--- config.mk ---
export PLATFORM = sky130hd
export DESIGN_NAME = serial_transaction_supervisor_flat
export DESIGN_NICKNAME = d
export VERILOG_FILES = /design/src/hw/rtl/sts_pkg.sv /design/src/hw/rtl/sts_if.sv /design/src/hw/rtl/serial_transaction_supervisor.sv /design/src/hw/rtl/sts_step.sv /design/src/flat_wrapper.sv
export SDC_FILE = /design/constraint.sdc
export NUM_CORES = 1
export LEC_CHECK = 0
export BUFFER_PORTS_ARGS = -buffer_cell sky130_fd_sc_hd__buf_2
export CAP_MARGIN = 40
export CORE_UTILIZATION = 62
export CTS_BUF_LIST = sky130_fd_sc_hd__clkbuf_2
export DETAILED_ROUTE_END_ITERATION = 6
export PLACE_DENSITY = 0.85
export SYNTH_ARGS = -nofsm -noshare
export SYNTH_HDL_FRONTEND = slang
export SYNTH_SLANG_ARGS = --single-unit
--- constraint.sdc ---
create_clock -name clk -period 3.7 [get_ports clk]
set_input_delay 0.185 -clock clk [delete_from_list [all_inputs] [get_ports clk]]
set_output_delay 0.185 -clock clk [all_outputs]
set_load 0.005 [all_outputs]
--- src/hw/rtl/sts_pkg.sv ---
// Shared types and constants for the serial transaction supervisor.
// Depends on nothing; the supervisor, its step module and the bench import it.
package sts_pkg;

    localparam int TIMER_BITS = 8;
    localparam int CFG_W      = 8;
    localparam int CFG_IDX_W  = 2;
    localparam int CMP_W      = 17;

    localparam logic [CFG_IDX_W-1:0] CFG_TX_TIMEOUT     = 2'd0;
    localparam logic [CFG_IDX_W-1:0] CFG_RX_TIMEOUT     = 2'd1;
    localparam logic [CFG_IDX_W-1:0] CFG_FAIL_COUNT_MAX = 2'd2;
    localparam logic [CFG_IDX_W-1:0] CFG_NO_RX_LIMIT    = 2'd3;

    localparam logic [CFG_W-1:0] TX_TIMEOUT_RST     = 8'd10;
    localparam logic [CFG_W-1:0] RX_TIMEOUT_RST     = 8'd20;
    localparam logic [CFG_W-1:0] FAIL_COUNT_MAX_RST = 8'd10;
    localparam logic [CFG_W-1:0] NO_RX_LIMIT_RST    = 8'd3;

    localparam logic [TIMER_BITS-1:0] TIMER_MAX = {TIMER_BITS{1'b1}};

    typedef enum logic [1:0] {
        OUTER_IDLE = 2'b01,
        OUTER_RUN  = 2'b10
    } outer_phase_t;

    typedef enum logic [5:0] {
        INNER_START   = 6'b000001,
        INNER_TX_WAIT = 6'b000010,
        INNER_RX_WAIT = 6'b000100,
        INNER_TX_FAIL = 6'b001000,
        INNER_RX_FAIL = 6'b010000,
        INNER_FINISH  = 6'b100000
    } inner_phase_t;

    typedef struct packed {
        logic req_type;
        logic tx_busy;
        logic tx_more_data;
        logic tx_shift_empty;
        logic rx_frame_done;
        logic reply_ack_ok;
        logic reply_chk_ok;
    } sts_item_t;

    typedef struct packed {
        logic [CFG_W-1:0] tx_timeout;
        logic [CFG_W-1:0] rx_timeout;
        logic [CFG_W-1:0] fail_count_max;
        logic [CFG_W-1:0] no_receiver_limit;
    } sts_cfg_t;

    typedef struct packed {
        outer_phase_t          outer_phase;
        inner_phase_t          inner_phase;
        logic [TIMER_BITS-1:0] tick_timer;
        logic                  transfer_active;
        logic                  transfer_ok;
        logic                  tx_timeout_flag;
        logic                  rx_timeout_flag;
        logic                  ack_flag;
        logic [CFG_W-1:0]      fail_counter;
        logic                  no_receiver_flag;
        logic                  error_flag;
    } sts_state_t;

    typedef struct packed {
        logic start_tx;
        logic stop_tx;
        logic reply_accept;
        logic round_done;
    } sts_pulse_t;

endpackage

--- src/hw/rtl/sts_if.sv ---
// Valid/ready channel interfaces for request items and result items.
// Depends on nothing beyond the language; used by the top level.
interface sts_req_if;
    logic valid;
    logic ready;
    logic req_type;
    logic tx_busy;
    logic tx_more_data;
    logic tx_shift_empty;
    logic rx_frame_done;
    logic reply_ack_ok;
    logic reply_chk_ok;

    modport source (output valid, req_type, tx_busy, tx_more_data, tx_shift_empty,
                    rx_frame_done, reply_ack_ok, reply_chk_ok, input ready);
    modport sink   (input valid, req_type, tx_busy, tx_more_data, tx_shift_empty,
                    rx_frame_done, reply_ack_ok, reply_chk_ok, output ready);
endinterface

interface sts_res_if;
    logic       valid;
    logic       ready;
    logic       busy_res;
    logic       start_tx;
    logic       stop_tx;
    logic       reply_accept;
    logic       round_done;
    logic       tx_timed_out;
    logic       rx_timed_out;
    logic       acknowledged;
    logic [7:0] failure_count;
    logic       no_receiver;
    logic       link_error;
    logic [7:0] timer_value;

    modport source (output valid, busy_res, start_tx, stop_tx, reply_accept, round_done,
                    tx_timed_out, rx_timed_out, acknowledged, failure_count,
                    no_receiver, link_error, timer_value, input ready);
    modport sink   (input valid, busy_res, start_tx, stop_tx, reply_accept, round_done,
                    tx_timed_out, rx_timed_out, acknowledged, failure_count,
                    no_receiver, link_error, timer_value, output ready);
endinterface

--- src/hw/rtl/serial_transaction_supervisor.sv ---
// Top level of the serial transaction supervisor: channels, registers, result stage.
// Depends on sts_pkg, the channel interfaces in sts_if and the sts_step module.
//
// Each item (a timer tick or a poll step) is taken into an input register, applied
// to the supervisor state as it moves on, and the result item lands in an output
// register. One item is accepted every cycle while the result stage is not held up
// by its consumer; items pass the input register, then the result register. The input
// register empties into the result register whenever that one is free or being read,
// so a new item is still taken while a finished result waits for its consumer.
// Configuration registers are written through cfg_we, cfg_index and cfg_data and
// must only change while no item is in flight.
module serial_transaction_supervisor
    import sts_pkg::*;
(
    input  logic                 clk,
    input  logic                 rst_n,
    input  logic                 cfg_we,
    input  logic [CFG_IDX_W-1:0] cfg_index,
    input  logic [CFG_W-1:0]     cfg_data,
    sts_req_if.sink              req,
    sts_res_if.source            res
);

    sts_cfg_t   cfg_reg;
    sts_state_t state_reg;
    sts_state_t state_next;
    sts_pulse_t pulse;
    sts_item_t  item_reg;
    logic       item_valid_reg;
    logic       res_valid_reg;
    logic       advance;
    sts_state_t res_state_reg;
    sts_pulse_t res_pulse_reg;

    // The result register is free when empty or when its item leaves this cycle.
    assign advance   = !res_valid_reg || res.ready;
    assign req.ready = !item_valid_reg || advance;

    // Configuration registers, written one at a time by index.
    always_ff @(posedge clk or negedge rst_n)
    begin
        if (!rst_n)
        begin
            cfg_reg.tx_timeout        <= TX_TIMEOUT_RST;
            cfg_reg.rx_timeout        <= RX_TIMEOUT_RST;
            cfg_reg.fail_count_max    <= FAIL_COUNT_MAX_RST;
            cfg_reg.no_receiver_limit <= NO_RX_LIMIT_RST;
        end
        else if (cfg_we)
        begin
            case (cfg_index)
                CFG_TX_TIMEOUT:     cfg_reg.tx_timeout        <= cfg_data;
                CFG_RX_TIMEOUT:     cfg_reg.rx_timeout        <= cfg_data;
                CFG_FAIL_COUNT_MAX: cfg_reg.fail_count_max    <= cfg_data;
                CFG_NO_RX_LIMIT:    cfg_reg.no_receiver_limit <= cfg_data;
                default:            cfg_reg                   <= cfg_reg;
            endcase
        end
    end

    // Input register.
    always_ff @(posedge clk or negedge rst_n)
    begin
        if (!rst_n)
        begin
            item_valid_reg <= 1'b0;
        end
        else if (req.ready)
        begin
            item_valid_reg <= req.valid;
        end
    end

    always_ff @(posedge clk)
    begin
        if (req.valid && req.ready)
        begin
            item_reg.req_type       <= req.req_type;
            item_reg.tx_busy        <= req.tx_busy;
            item_reg.tx_more_data   <= req.tx_more_data;
            item_reg.tx_shift_empty <= req.tx_shift_empty;
            item_reg.rx_frame_done  <= req.rx_frame_done;
            item_reg.reply_ack_ok   <= req.reply_ack_ok;
            item_reg.reply_chk_ok   <= req.reply_chk_ok;
        end
    end

    sts_step u_step (
        .cur   (state_reg),
        .item  (item_reg),
        .cfg   (cfg_reg),
        .nxt   (state_next),
        .pulse (pulse)
    );

    // Supervisor state moves only when an item passes into the result register.
    always_ff @(posedge clk or negedge rst_n)
    begin
        if (!rst_n)
        begin
            state_reg.outer_phase      <= OUTER_IDLE;
            state_reg.inner_phase      <= INNER_START;
            state_reg.tick_timer       <= '0;
            state_reg.transfer_active  <= 1'b0;
            state_reg.transfer_ok      <= 1'b0;
            state_reg.tx_timeout_flag  <= 1'b0;
            state_reg.rx_timeout_flag  <= 1'b0;
            state_reg.ack_flag         <= 1'b0;
            state_reg.fail_counter     <= '0;
            state_reg.no_receiver_flag <= 1'b0;
            state_reg.error_flag       <= 1'b0;
        end
        else if (item_valid_reg && advance)
        begin
            state_reg <= state_next;
        end
    end

    // Result register.
    always_ff @(posedge clk or negedge rst_n)
    begin
        if (!rst_n)
        begin
            res_valid_reg <= 1'b0;
        end
        else if (advance)
        begin
            res_valid_reg <= item_valid_reg;
        end
    end

    always_ff @(posedge clk)
    begin
        if (item_valid_reg && advance)
        begin
            res_state_reg <= state_next;
            res_pulse_reg <= pulse;
        end
    end

    assign res.valid         = res_valid_reg;
    assign res.busy_res      = res_state_reg.transfer_active;
    assign res.start_tx      = res_pulse_reg.start_tx;
    assign res.stop_tx       = res_pulse_reg.stop_tx;
    assign res.reply_accept  = res_pulse_reg.reply_accept;
    assign res.round_done    = res_pulse_reg.round_done;
    assign res.tx_timed_out  = res_state_reg.tx_timeout_flag;
    assign res.rx_timed_out  = res_state_reg.rx_timeout_flag;
    assign res.acknowledged  = res_state_reg.ack_flag;
    assign res.failure_count = res_state_reg.fail_counter;
    assign res.no_receiver   = res_state_reg.no_receiver_flag;
    assign res.link_error    = res_state_reg.error_flag;
    assign res.timer_value   = 8'(res_state_reg.tick_timer);

endmodule

--- src/hw/rtl/sts_step.sv ---
// Next-state logic of the supervisor: one tick or poll item applied to the state.
// Depends on sts_pkg for the state, item, configuration and pulse types.
module sts_step
    import sts_pkg::*;
(
    input  sts_state_t cur,
    input  sts_item_t  item,
    input  sts_cfg_t   cfg,
    output sts_state_t nxt,
    output sts_pulse_t pulse
);

    logic [CMP_W-1:0] timer_x;
    logic [CMP_W-1:0] tx_lim_x;
    logic [CMP_W-1:0] rx_lim_x;
    logic             tx_expired;
    logic             rx_pending;
    logic             timeout;
    logic             good_reply;
    logic [CFG_W-1:0] cnt_new;

    assign timer_x    = CMP_W'(cur.tick_timer);
    assign tx_lim_x   = CMP_W'(cfg.tx_timeout);
    assign rx_lim_x   = CMP_W'(cfg.rx_timeout);
    assign tx_expired = (timer_x > CMP_W'(1) && !item.tx_more_data) || (timer_x > tx_lim_x);
    // The receive wait entered straight from the transmit wait sees a cleared timer.
    assign rx_pending = (rx_lim_x != '0);
    assign timeout    = cur.tx_timeout_flag || cur.rx_timeout_flag;
    assign good_reply = cur.transfer_ok && item.reply_ack_ok && item.reply_chk_ok;

    always_comb
    begin
        if (!timeout)
        begin
            cnt_new = '0;
        end
        else if (cur.fail_counter < cfg.fail_count_max)
        begin
            cnt_new = cur.fail_counter + CFG_W'(1);
        end
        else
        begin
            cnt_new = cur.fail_counter;
        end
    end

    always_comb
    begin
        nxt   = cur;
        pulse = '0;
        if (!item.req_type)
        begin
            if (cur.tick_timer != TIMER_MAX)
            begin
                nxt.tick_timer = cur.tick_timer + TIMER_BITS'(1);
            end
        end
        else if (cur.outer_phase != OUTER_RUN)
        begin
            nxt.transfer_active = 1'b1;
            nxt.outer_phase     = OUTER_RUN;
            nxt.tick_timer      = '0;
            nxt.inner_phase     = INNER_TX_WAIT;
            pulse.start_tx      = 1'b1;
        end
        else if (cur.transfer_active)
        begin
            case (cur.inner_phase)
                INNER_START:
                begin
                    nxt.tick_timer  = '0;
                    nxt.inner_phase = INNER_TX_WAIT;
                    pulse.start_tx  = 1'b1;
                end
                INNER_TX_WAIT:
                begin
                    if (item.tx_busy)
                    begin
                        if (tx_expired)
                        begin
                            nxt.inner_phase = INNER_TX_FAIL;
                        end
                    end
                    else
                    begin
                        nxt.tx_timeout_flag = 1'b0;
                        if (item.tx_shift_empty)
                        begin
                            pulse.stop_tx  = 1'b1;
                            nxt.tick_timer = '0;
                            if (item.rx_frame_done)
                            begin
                                nxt.transfer_ok     = 1'b1;
                                nxt.rx_timeout_flag = 1'b0;
                                nxt.inner_phase     = INNER_FINISH;
                            end
                            else if (rx_pending)
                            begin
                                nxt.inner_phase = INNER_RX_WAIT;
                            end
                            else
                            begin
                                nxt.inner_phase = INNER_RX_FAIL;
                            end
                        end
                    end
                end
                INNER_RX_WAIT:
                begin
                    if (item.rx_frame_done)
                    begin
                        nxt.transfer_ok     = 1'b1;
                        nxt.tx_timeout_flag = 1'b0;
                        nxt.rx_timeout_flag = 1'b0;
                        nxt.inner_phase     = INNER_FINISH;
                    end
                    else if (timer_x >= rx_lim_x)
                    begin
                        nxt.inner_phase = INNER_RX_FAIL;
                    end
                end
                INNER_TX_FAIL:
                begin
                    nxt.tx_timeout_flag = 1'b1;
                    nxt.transfer_ok     = 1'b0;
                    nxt.inner_phase     = INNER_FINISH;
                    pulse.stop_tx       = 1'b1;
                end
                INNER_RX_FAIL:
                begin
                    nxt.rx_timeout_flag = 1'b1;
                    nxt.transfer_ok     = 1'b0;
                    nxt.transfer_active = 1'b0;
                    nxt.inner_phase     = INNER_START;
                end
                default:
                begin
                    nxt.transfer_active = 1'b0;
                    nxt.inner_phase     = INNER_START;
                end
            endcase
        end
        else
        begin
            pulse.round_done = 1'b1;
            nxt.outer_phase  = OUTER_IDLE;
            if (good_reply)
            begin
                nxt.fail_counter     = '0;
                nxt.no_receiver_flag = 1'b0;
                nxt.ack_flag         = 1'b1;
                pulse.reply_accept   = 1'b1;
            end
            else
            begin
                nxt.ack_flag         = 1'b0;
                nxt.fail_counter     = cnt_new;
                nxt.no_receiver_flag = cnt_new > cfg.no_receiver_limit;
                nxt.error_flag       = timeout;
            end
        end
    end

endmodule

--- src/flat_wrapper.sv ---
// flat-port wrapper written by rule: the top's interface ports become plain ports
module serial_transaction_supervisor_flat import sts_pkg::*;
  (clk, rst_n, cfg_we, cfg_index, cfg_data, req_valid, req_req_type, req_tx_busy, req_tx_more_data, req_tx_shift_empty, req_rx_frame_done, req_reply_ack_ok, req_reply_chk_ok, req_ready, res_valid, res_busy_res, res_start_tx, res_stop_tx, res_reply_accept, res_round_done, res_tx_timed_out, res_rx_timed_out, res_acknowledged, res_failure_count, res_no_receiver, res_link_error, res_timer_value, res_ready);
  sts_req_if req_i ();
  sts_res_if res_i ();
  input  logic clk;
  input  logic rst_n;
  input  logic cfg_we;
  input  logic [CFG_IDX_W-1:0] cfg_index;
  input  logic [CFG_W-1:0] cfg_data;
  input wire logic [$bits(req_i.valid)-1:0] req_valid;
  input wire logic [$bits(req_i.req_type)-1:0] req_req_type;
  input wire logic [$bits(req_i.tx_busy)-1:0] req_tx_busy;
  input wire logic [$bits(req_i.tx_more_data)-1:0] req_tx_more_data;
  input wire logic [$bits(req_i.tx_shift_empty)-1:0] req_tx_shift_empty;
  input wire logic [$bits(req_i.rx_frame_done)-1:0] req_rx_frame_done;
  input wire logic [$bits(req_i.reply_ack_ok)-1:0] req_reply_ack_ok;
  input wire logic [$bits(req_i.reply_chk_ok)-1:0] req_reply_chk_ok;
  output wire logic [$bits(req_i.ready)-1:0] req_ready;
  output wire logic [$bits(res_i.valid)-1:0] res_valid;
  output wire logic [$bits(res_i.busy_res)-1:0] res_busy_res;
  output wire logic [$bits(res_i.start_tx)-1:0] res_start_tx;
  output wire logic [$bits(res_i.stop_tx)-1:0] res_stop_tx;
  output wire logic [$bits(res_i.reply_accept)-1:0] res_reply_accept;
  output wire logic [$bits(res_i.round_done)-1:0] res_round_done;
  output wire logic [$bits(res_i.tx_timed_out)-1:0] res_tx_timed_out;
  output wire logic [$bits(res_i.rx_timed_out)-1:0] res_rx_timed_out;
  output wire logic [$bits(res_i.acknowledged)-1:0] res_acknowledged;
  output wire logic [$bits(res_i.failure_count)-1:0] res_failure_count;
  output wire logic [$bits(res_i.no_receiver)-1:0] res_no_receiver;
  output wire logic [$bits(res_i.link_error)-1:0] res_link_error;
  output wire logic [$bits(res_i.timer_value)-1:0] res_timer_value;
  input wire logic [$bits(res_i.ready)-1:0] res_ready;
  assign req_i.valid = req_valid;
  assign req_i.req_type = req_req_type;
  assign req_i.tx_busy = req_tx_busy;
  assign req_i.tx_more_data = req_tx_more_data;
  assign req_i.tx_shift_empty = req_tx_shift_empty;
  assign req_i.rx_frame_done = req_rx_frame_done;
  assign req_i.reply_ack_ok = req_reply_ack_ok;
  assign req_i.reply_chk_ok = req_reply_chk_ok;
  assign req_ready = req_i.ready;
  assign res_valid = res_i.valid;
  assign res_busy_res = res_i.busy_res;
  assign res_start_tx = res_i.start_tx;
  assign res_stop_tx = res_i.stop_tx;
  assign res_reply_accept = res_i.reply_accept;
  assign res_round_done = res_i.round_done;
  assign res_tx_timed_out = res_i.tx_timed_out;
  assign res_rx_timed_out = res_i.rx_timed_out;
  assign res_acknowledged = res_i.acknowledged;
  assign res_failure_count = res_i.failure_count;
  assign res_no_receiver = res_i.no_receiver;
  assign res_link_error = res_i.link_error;
  assign res_timer_value = res_i.timer_value;
  assign res_i.ready = res_ready;
  serial_transaction_supervisor u_core (.clk(clk), .rst_n(rst_n), .cfg_we(cfg_we), .cfg_index(cfg_index), .cfg_data(cfg_data), .req(req_i), .res(res_i));
endmodule
==> results of run 1 <==
-- worst max-delay path: cells and delay by family (launching register included) --
family | cells | cell delay [ns]
AOI/OAI and AO/OA | 7 | 1.41
adders and majority gates | 2 | 0.52
and+or+nand+nor | 4 | 0.72
DFF | 1 | 0.52
-- through the flow --
step | cells | total power, mW
2_1_floorplan | 529 | 2.10
3_3_place_gp | 676 | 2.32
3_5_place_dp | 678 | 2.39
4_1_cts | 713 | 2.98
5_1_grt | 714 | 3.17
6_report | 714 | 2.99
-- cells in the final DEF, fill, tap and decap left out, types with 8 or more instances in the layout --
master,instances
dlygate4sd3_1,19
ha_1,35
mux2_2,27
nand2_1,53
edfxtp_1,33
buf_2,50
buf_4,8
o21ai_0,42
nor2_1,37
a21oi_1,31
dfrtp_1,55
clkbuf_2,11
dfstp_2,10
nand3_1,10
inv_1,43
-- synthesized netlist by cell type (all sizes together) (3+ instances only) --
master  instances
a22o            3
nor2b           7
dfstp          10
a221oi          4
or4             6
o22a            4
nand3          10
inv            43
clkbuf         12
mux2           28
a31oi           4
nand2b          5
nand4           5
nand3b          4
o22ai           7
and3            7
o211ai          6
o21a            5
a221o           6
nand2          53
dfrtp          55
ha             35
and2            4
or3             7
xnor2           3
o21ai          44
nor4            5
a31o            4
edfxtp         33
a21oi          32
a21o            5
nor3b           5
nor2           37
nor3            4
-- per-layer routing --
| metal | vias to the layer above | share of wire [%] | global-route usage (%) |
|---|---|---|---|
| met1 | 2198 | 43 | 40.1 |
| met2 | 207 | 49 | 47.4 |
| met5 | - | 0 | 0 |
| li1 | 2087 | - | - |
| met4 | 0 | 2.0 | 11.4 |
| met3 | 31 | 6.0 | 3.75 |
-- kinds of logic (layout without fill, tap and decap cells) --
group / count (synthesis) / count (layout) / share of synthesized area (%)
compound gates: 141 / 141 / 16.8
xor+xnor: 5 / 5 / 0.809
fa+ha+maj: 35 / 35 / 8.09
buf+inv: 58 / 138 / 4.30
flops: 98 / 98 / 48.6
mux: 30 / 30 / 6.26
simple gates: 162 / 162 / 15.2
-- worst max-delay path by stage --
stage                              startpoint                     end  slack [ns]
after floorplan            u_core.cfg_reg[11]  u_core.res.no_receiver        0.40
after global placement     u_core.cfg_reg[11]  u_core.res.no_receiver        0.42
after detailed placement   u_core.cfg_reg[11]  u_core.res.no_receiver        0.26
after CTS                  u_core.cfg_reg[11]  u_core.res.no_receiver        0.16
after global routing       u_core.cfg_reg[11]  u_core.res.no_receiver       0.003
final                     u_core.state_reg[9]  u_core.res.no_receiver        0.30
-- cell type report --
| class | count | area, µm² |
|---|---|---|
| Clock inverter | 5 | 78.8 |
| Clock buffer | 11 | 55.1 |
| Tap cell | 105 | 131 |
| Inverter | 44 | 165 |
| Timing Repair Buffer | 78 | 528 |
| Multi-Input combinational cell | 373 | 2560 |
| Sequential cell | 98 | 2630 |
| Fill cell | 586 | 2190 |
-- power by group --
part | internal [mW] | total [mW] | switching, mW | leakage [nW]
clock | 0.230 | 0.584 | 0.354 | 0.0868
combinational | 0.400 | 0.896 | 0.496 | 1.53
sequential | 1.33 | 1.51 | 0.180 | 1.10
total | 1.96 | 2.99 | 1.03 | 2.72
-- timing repair --
item                       4_1_cts  5_1_grt
hold buffers                    19        0
hold endpoints to repair        77        0
buffers inserted                 0        1
gates resized for setup          0        3
setup endpoints to repair        0        2
==> results.yml, run 1 <==
synthesis:
  syn_area_um2: 5410
  synth-seq-area-share_pct: 48.6
  postSynthAreaPerCell_um2: 10.2
  synth.largest_area_cell: "dfrtp_1"
  async_flop_share_pct: 66.3
  synth-edff-count: 33
  ys_types: 60
  synth_top_area_share_pct: 25.4
  syn_inst: 529
  yosys_register_bits: 98
  ys_warn_count: 0
  yosys-top-cells-area: "dfrtp_1 25%, edfxtp_1 18%, ha_1 8.1%"
  synth_top_flop_cell: "dfrtp_1"
  synth_fp_nets: 586
run_status:
  status: "complete, no violations"
timing:
  holdWs_ns: 0.0380
  rsz0062_at_grt: "no"
  period_share_pct: 92.0
  slew_viol_final: 0
  setup-violations-final: 0
  worst_slack_ns: 0.295
  max_freq_mhz: 294
  finalClockSkew_ns: 0.0288
  tightest_slew_ns: 0.824
  hold_violations: 0
  period_minus_slack_ns: 3.40
  tns_ns: 0
  slew_headroom_pct: 45.1
floorplanning:
  chipHeight_um: 95.4
  start_util_pct: 64.9
  core-area_um2: 8340
  die-width_um: 95.4
  dieArea_um2: 9110
  rows: 33
  io_pins: 50
worst_setup_path:
  crit_fanout: 8
  rr_endpoint: "u_core.res.no_receiver"
  crit_path_end_kind: "flip-flop"
  critPathLaunchType: "flip-flop"
  cp.arrival_ns: 3.73
  required_ns: 4.03
  path_class: "flip-flop to flip-flop"
  reg2reg_from: "u_core.state_reg[9]"
  ff2ff_path_depth: 13
  crit_slowest_cell: "dfrtp_1"
  cp_cell_sequence: "ha_1 > a21oi_1 > o21a_1 > nand4_1 > a21o_1 > or3_1 > a21oi_1 > ha_1 > nand2_1 > o41ai_1 > a211oi_1 > nor2_1 > o21ai_0"
  slowest_delay_ns: 0.52
  regToRegSetupSlack_ns: 0.30
worst_hold_path:
  min_path_cells: 5
  hp-start: "cfg_index[1]"
  hp-class: "primary input to flip-flop"
  hold_end: "u_core.cfg_reg[25]"
routing:
  drt-total-wl_mm: 12.4
  antenna_left: 0
  avgViaCountPerCell: 6.33
  dr.pass1.iters: 5
  num_vias: 4523
  drt-initial-drc-count: 256
  drcViolationCount: 0
  wire_per_inst_um: 17.4
cts:
  cts_max_level: 3
  clk_latency_ns: 0.57
  clk_pin_slew_worst_paths_ns: 0.26
  cts_buffer_depth: 2
  cts_tree: "built"
  cts_root_buffer: "clkbuf_2"
  cts_made_buffers: 9
  cts_sinks: 98
grt:
  antenna_found_initial: 0
  grtUsageTotal_pct: 29.3
  overflow: 0
  grt_pass1_vias: 4139
  grt_pass1_wl_mm: 20.2
  grt_max_degree: 29
power_and_ir_drop:
  peakVddDrop_v: 0.000287
  leakagePower_nw: 2.72
  p_per_area_nw_per_um2: 486
job:
  drv_cap: 0
final_layout:
  largest_reg_flops: 32
  stdcell_area_um2: 6150
  finish.net_count: 661
  diodes: 0
  area_growth_pct: 13.5
  drive_above_1_share_pct: 21.2
  final_core_util_pct: 73.7
placed_design:
  globalplace.congestion: 0.929
  dp_hpwl_mm: 9.14
  placed_cell_area_um2: 5810
  dp_slack_ns: 0.263
  io_buffer_count: 49
Power figures use the tool's default switching activity.
==> run 2: changes to the inputs <==
- MAX_ROUTING_LAYER: default -> met4
==> run 2 against run 1 <==
  * Non-clock buffer count decreased by 4
  * Utilization decreased by 0.27 points
  * Count of clock-buffer cells in the layout decreased by 2
  * Critical path type unchanged
  * Maximum frequency increased by 0.24%
  * Power increased by 3.2%
==> results.yml, run 2 (synthesized netlist as in run 1, its figures left out) <==
run_status:
  status: "complete, no violations"
worst_hold_path:
  hp-class: "primary input to flip-flop"
  min_path_cells: 5
  hp-start: "cfg_index[1]"
  hold_end: "u_core.cfg_reg[27]"
routing:
  drcViolationCount: 0
  dr.pass1.iters: 5
  drt-total-wl_mm: 12.5
  num_vias: 4492
  wire_per_inst_um: 17.6
  avgViaCountPerCell: 6.33
  drt-initial-drc-count: 187
  antenna_left: 0
worst_setup_path:
  path_class: "flip-flop to flip-flop"
  critPathLaunchType: "flip-flop"
  cp.arrival_ns: 3.75
  reg2reg_from: "u_core.cfg_reg[11]"
  rr_endpoint: "u_core.res.no_receiver"
  crit_path_end_kind: "flip-flop"
  crit_fanout: 16
  ff2ff_path_depth: 14
  regToRegSetupSlack_ns: 0.30
  required_ns: 4.06
grt:
  grt_max_degree: 38
  grt_pass1_wl_mm: 20.5
  grt_pass1_vias: 4349
  antenna_found_initial: 0
  overflow: 0
  grtUsageTotal_pct: 30.5
timing:
  max_freq_mhz: 294
  finalClockSkew_ns: 0.0141
  holdWs_ns: 0.0405
  tightest_slew_ns: 0.883
  period_share_pct: 91.8
  rsz0062_at_grt: "no"
  slew_headroom_pct: 41.1
  tns_ns: 0
  slew_viol_final: 0
  period_minus_slack_ns: 3.40
  setup-violations-final: 0
  hold_violations: 0
cts:
  clk_pin_slew_worst_paths_ns: 0.27
  cts_tree: "built"
  cts_made_buffers: 9
  cts_resized: 0
  postCtsSetupBuffers: 0
  cts_max_level: 3
  cts_root_buffer: "clkbuf_2"
  cts_sinks: 98
  cts_buffer_depth: 2
  clk_latency_ns: 0.58
final_layout:
  largest_reg_flops: 32
  n_fill_cell: 598
  layout_common_cells: "55 x dfrtp_1, 53 x nand2_1, 50 x buf_2, 43 x inv_1, 43 x o21ai_0"
  final_common_cell: "dfrtp_1"
  finish.net_count: 657
  layoutNonFillerInstCount: 710
  area_growth_pct: 13.1
  drive_above_1_share_pct: 20.3
  diodes: 0
floorplanning:
  io_pins: 50
  dieArea_um2: 9110
  die-width_um: 95.4
  core-area_um2: 8340
  rows: 33
  chipHeight_um: 95.4
  start_util_pct: 64.9
power_and_ir_drop:
  leakagePower_nw: 2.71
  power_mw: 3.09
  peakVddDrop_v: 0.000328
  p_per_area_nw_per_um2: 504
job:
  drv_cap: 0
placed_design:
  placed_cells_incl_taps: 675
  io_buffer_count: 49
  dp_hpwl_mm: 9.15
  globalplace.congestion: 0.962
-- run 2: worst max path at each step --
stage,cells past startpoint,from,to
3_5_place_dp,14,u_core.cfg_reg[11],u_core.res.no_receiver
2_1_floorplan,14,u_core.cfg_reg[11],u_core.res.no_receiver
3_3_place_gp,14,u_core.cfg_reg[9],u_core.res.no_receiver
5_1_grt,14,u_core.cfg_reg[9],u_core.res.no_receiver
4_1_cts,14,u_core.cfg_reg[11],u_core.res.no_receiver
6_report,14,u_core.cfg_reg[11],u_core.res.no_receiver
-- run 2: layout make-up --
cell class	instances	area (µm²)	share of cell area (%)
multi-input cells	373	2550	41.7
repair buffers	74	478	7.80
clock buffers	9	45.0	0.735
inverters	44	165	2.70
clock inverters	7	124	2.02
well taps	105	131	2.15
flip-flops and latches	98	2630	42.9
-- run 2: per-layer routing --
layer / share of wire [%] / track usage (%) / wire, µm / vias up
li1: - / - / - / 2077
met1: 41 / 39.1 / 5160 / 2179
met2: 49 / 48.4 / 6150 / 204
met3: 7.1 / 5.74 / 890 / 32
met4: 2.2 / 11.6 / 274 / 0
met5: 0 / - / 0 / -
-- run 2: what timing repair did --
item / in CTS / in global routing
hold buffers: 19 / 0
endpoints found under the hold margin: 74 / 0
setup endpoints to repair: 0 / 0
-- run 2: worst max-delay path, cell delays in order, from the launching register on --
cell and delay, ns:
dfstp_2 0.60, inv_1 0.04, ha_1 0.28, nand2_1 0.05
o21ai_0 0.39, a21boi_1 0.12, buf_4 0.22, and4_1 0.23
o22a_1 0.16, ha_1 0.26, nand2_1 0.06, o41ai_1 0.43
a211oi_1 0.08, nor2_1 0.17, o21ai_0 0.09
-- run 2: where the power goes --
part / switching [mW] / total [mW] / internal [mW]
combinational: 0.495 / 0.888 / 0.393
clock: 0.387 / 0.688 / 0.301
sequential: 0.181 / 1.51 / 1.33
total: 1.06 / 3.09 / 2.02
-- run 2: through the flow --
| step | setup WS (ns) | utilization (%) | area, µm² |
|---|---|---|---|
| 2_1_floorplan | 0.398 | - | 5410 |
| 3_3_place_gp | 0.473 | 69.1 | 5760 |
| 3_5_place_dp | 0.365 | 69.1 | 5770 |
| 4_1_cts | 0.323 | 73.4 | 6120 |
| 5_1_grt | 0.0648 | 73.4 | 6120 |
| 6_report | 0.303 | 73.4 | 6120 |
==> run 3: changes to the inputs <==
- CAP_MARGIN: 40 -> default
- CORE_UTILIZATION: 62 -> 50
- PLACE_DENSITY: 0.85 -> 0.71
==> run 3 against run 2 <==
  * Register-to-register slack improved by 0.02 ns
  * Sequential share of layout area rose by 0.12 points
  * Combinational power down 2%
  * Critical path type unchanged
  * Largest cell class unchanged
  * Largest power group unchanged
==> results.yml, run 3 (synthesized netlist as in run 1, its figures left out) <==
grt:
  grtUsageTotal_pct: 23.2
  antenna_found_initial: 0
  overflow: 0
  grt_pass1_vias: 4176
  grt_pass1_wl_mm: 20.0
  grt_max_degree: 46
final_layout:
  layout_common_cells: "55 x dfrtp_1, 53 x nand2_1, 49 x buf_2, 43 x inv_1, 42 x o21ai_0"
  area_growth_pct: 12.8
  multi_input_area_um2: 2550
  n_fill_cell: 938
  largest_reg_flops: 32
  final_core_util_pct: 58.6
  register_area_um2: 2630
  finish.net_count: 655
  final_common_cell: "dfrtp_1"
  layoutNonFillerInstCount: 739
  diodes: 0
  drive_above_1_share_pct: 20.1
routing:
  drt-initial-drc-count: 233
  drt-total-wl_mm: 11.8
  antenna_left: 0
  dr.pass1.iters: 5
  num_vias: 4335
  wire_per_inst_um: 16.0
  avgViaCountPerCell: 5.87
  drcViolationCount: 0
placed_design:
  io_buffer_count: 49
  placed_cells_incl_taps: 704
  globalplace.congestion: 0.906
  dp_hpwl_mm: 8.80
cts:
  cts_made_buffers: 9
  cts_root_buffer: "clkbuf_2"
  cts_tree: "built"
  clk_latency_ns: 0.60
  postCtsSetupBuffers: 0
  clk_pin_slew_worst_paths_ns: 0.27
  cts_sinks: 98
  cts_buffer_depth: 2
  cts_max_level: 3
timing:
  period_share_pct: 91.3
  holdWs_ns: 0.0515
  hold_violations: 0
  rsz0062_at_grt: "no"
  tns_ns: 0
  max_freq_mhz: 296
  slew_headroom_pct: 24.7
  finalClockSkew_ns: 0.0459
  slew_viol_final: 0
  setup-violations-final: 0
  tightest_slew_ns: 1.12
  period_minus_slack_ns: 3.38
worst_hold_path:
  hp-class: "primary input to asynchronous set/reset pin"
job:
  drv_cap: 0
floorplanning:
  dieArea_um2: 11200
  core-area_um2: 10400
  chipHeight_um: 106
  start_util_pct: 52.0
  die-width_um: 106
  io_pins: 50
  rows: 37
power_and_ir_drop:
  leakagePower_nw: 2.67
  power_mw: 2.93
  peakVddDrop_v: 0.000268
  p_per_area_nw_per_um2: 479
worst_setup_path:
  path_class: "flip-flop to flip-flop"
  rr_endpoint: "u_core.res.no_receiver"
  critPathLaunch: "u_core.cfg_reg[9]"
  required_ns: 4.05
  critPathLaunchType: "flip-flop"
  reg2reg_from: "u_core.cfg_reg[9]"
  crit_fanout: 16
  crit_path_end_kind: "flip-flop"
  cp.arrival_ns: 3.73
  ff2ff_path_depth: 14
  regToRegSetupSlack_ns: 0.32
run_status:
  status: "complete, no violations"
run 3: power by group:
part	switching [mW]	internal (mW)
Combinational	0.482	0.388
Sequential	0.177	1.33
Clock	0.380	0.169
Total	1.04	1.89
run 3: repair_timing:
item	CTS	global route
hold buffers	19	0
resized for setup	0	1
hold endpoints to repair	61	0
endpoints found under the setup margin	0	1
run 3: through the flow:
step,worst slack [ns],cell area (µm²)
floorplan,0.398,5410
global placement,0.457,5790
detailed placement,0.259,5790
CTS,0.238,6110
global route,0.127,6110
finish,0.323,6110
run 3: critical path: stages, from the launching register on:
cell and delay, ns:
dfstp_2 0.59, inv_1 0.05, ha_1 0.27, a21oi_1 0.06, o21ai_1 0.30, a21boi_1 0.12
buf_4 0.21, and4_1 0.23, o22a_1 0.17, ha_1 0.27, nand2_1 0.08, o41ai_1 0.46
a211oi_1 0.10, nor2_1 0.17, o21ai_0 0.10
run 3: how the worst max path moves through the flow:
stage,slack (ns),cells past startpoint,endpoint
6_report,0.32,14,u_core.res.no_receiver
5_1_grt,0.13,13,u_core.res.no_receiver
4_1_cts,0.24,14,u_core.res.no_receiver
3_5_place_dp,0.26,14,u_core.res.no_receiver
3_3_place_gp,0.46,14,u_core.res.no_receiver
2_1_floorplan,0.40,14,u_core.res.no_receiver
run 3: routing by layer:
layer	wire length [µm]	track usage, %	share of wire, %
met5	0	-	0
met4	160	7.94	1.4
met1	5400	30.0	46
met3	512	2.94	4.3
met2	5770	37.9	49
run 3: layout make-up:
cell class | instances | area share, %
clock buffer | 10 | 0.820
clock inverter | 6 | 1.23
inverter | 44 | 2.70
multi-input combinational | 373 | 41.8
sequential | 98 | 43.1
tap | 136 | 2.79
timing repair buffer | 72 | 7.62
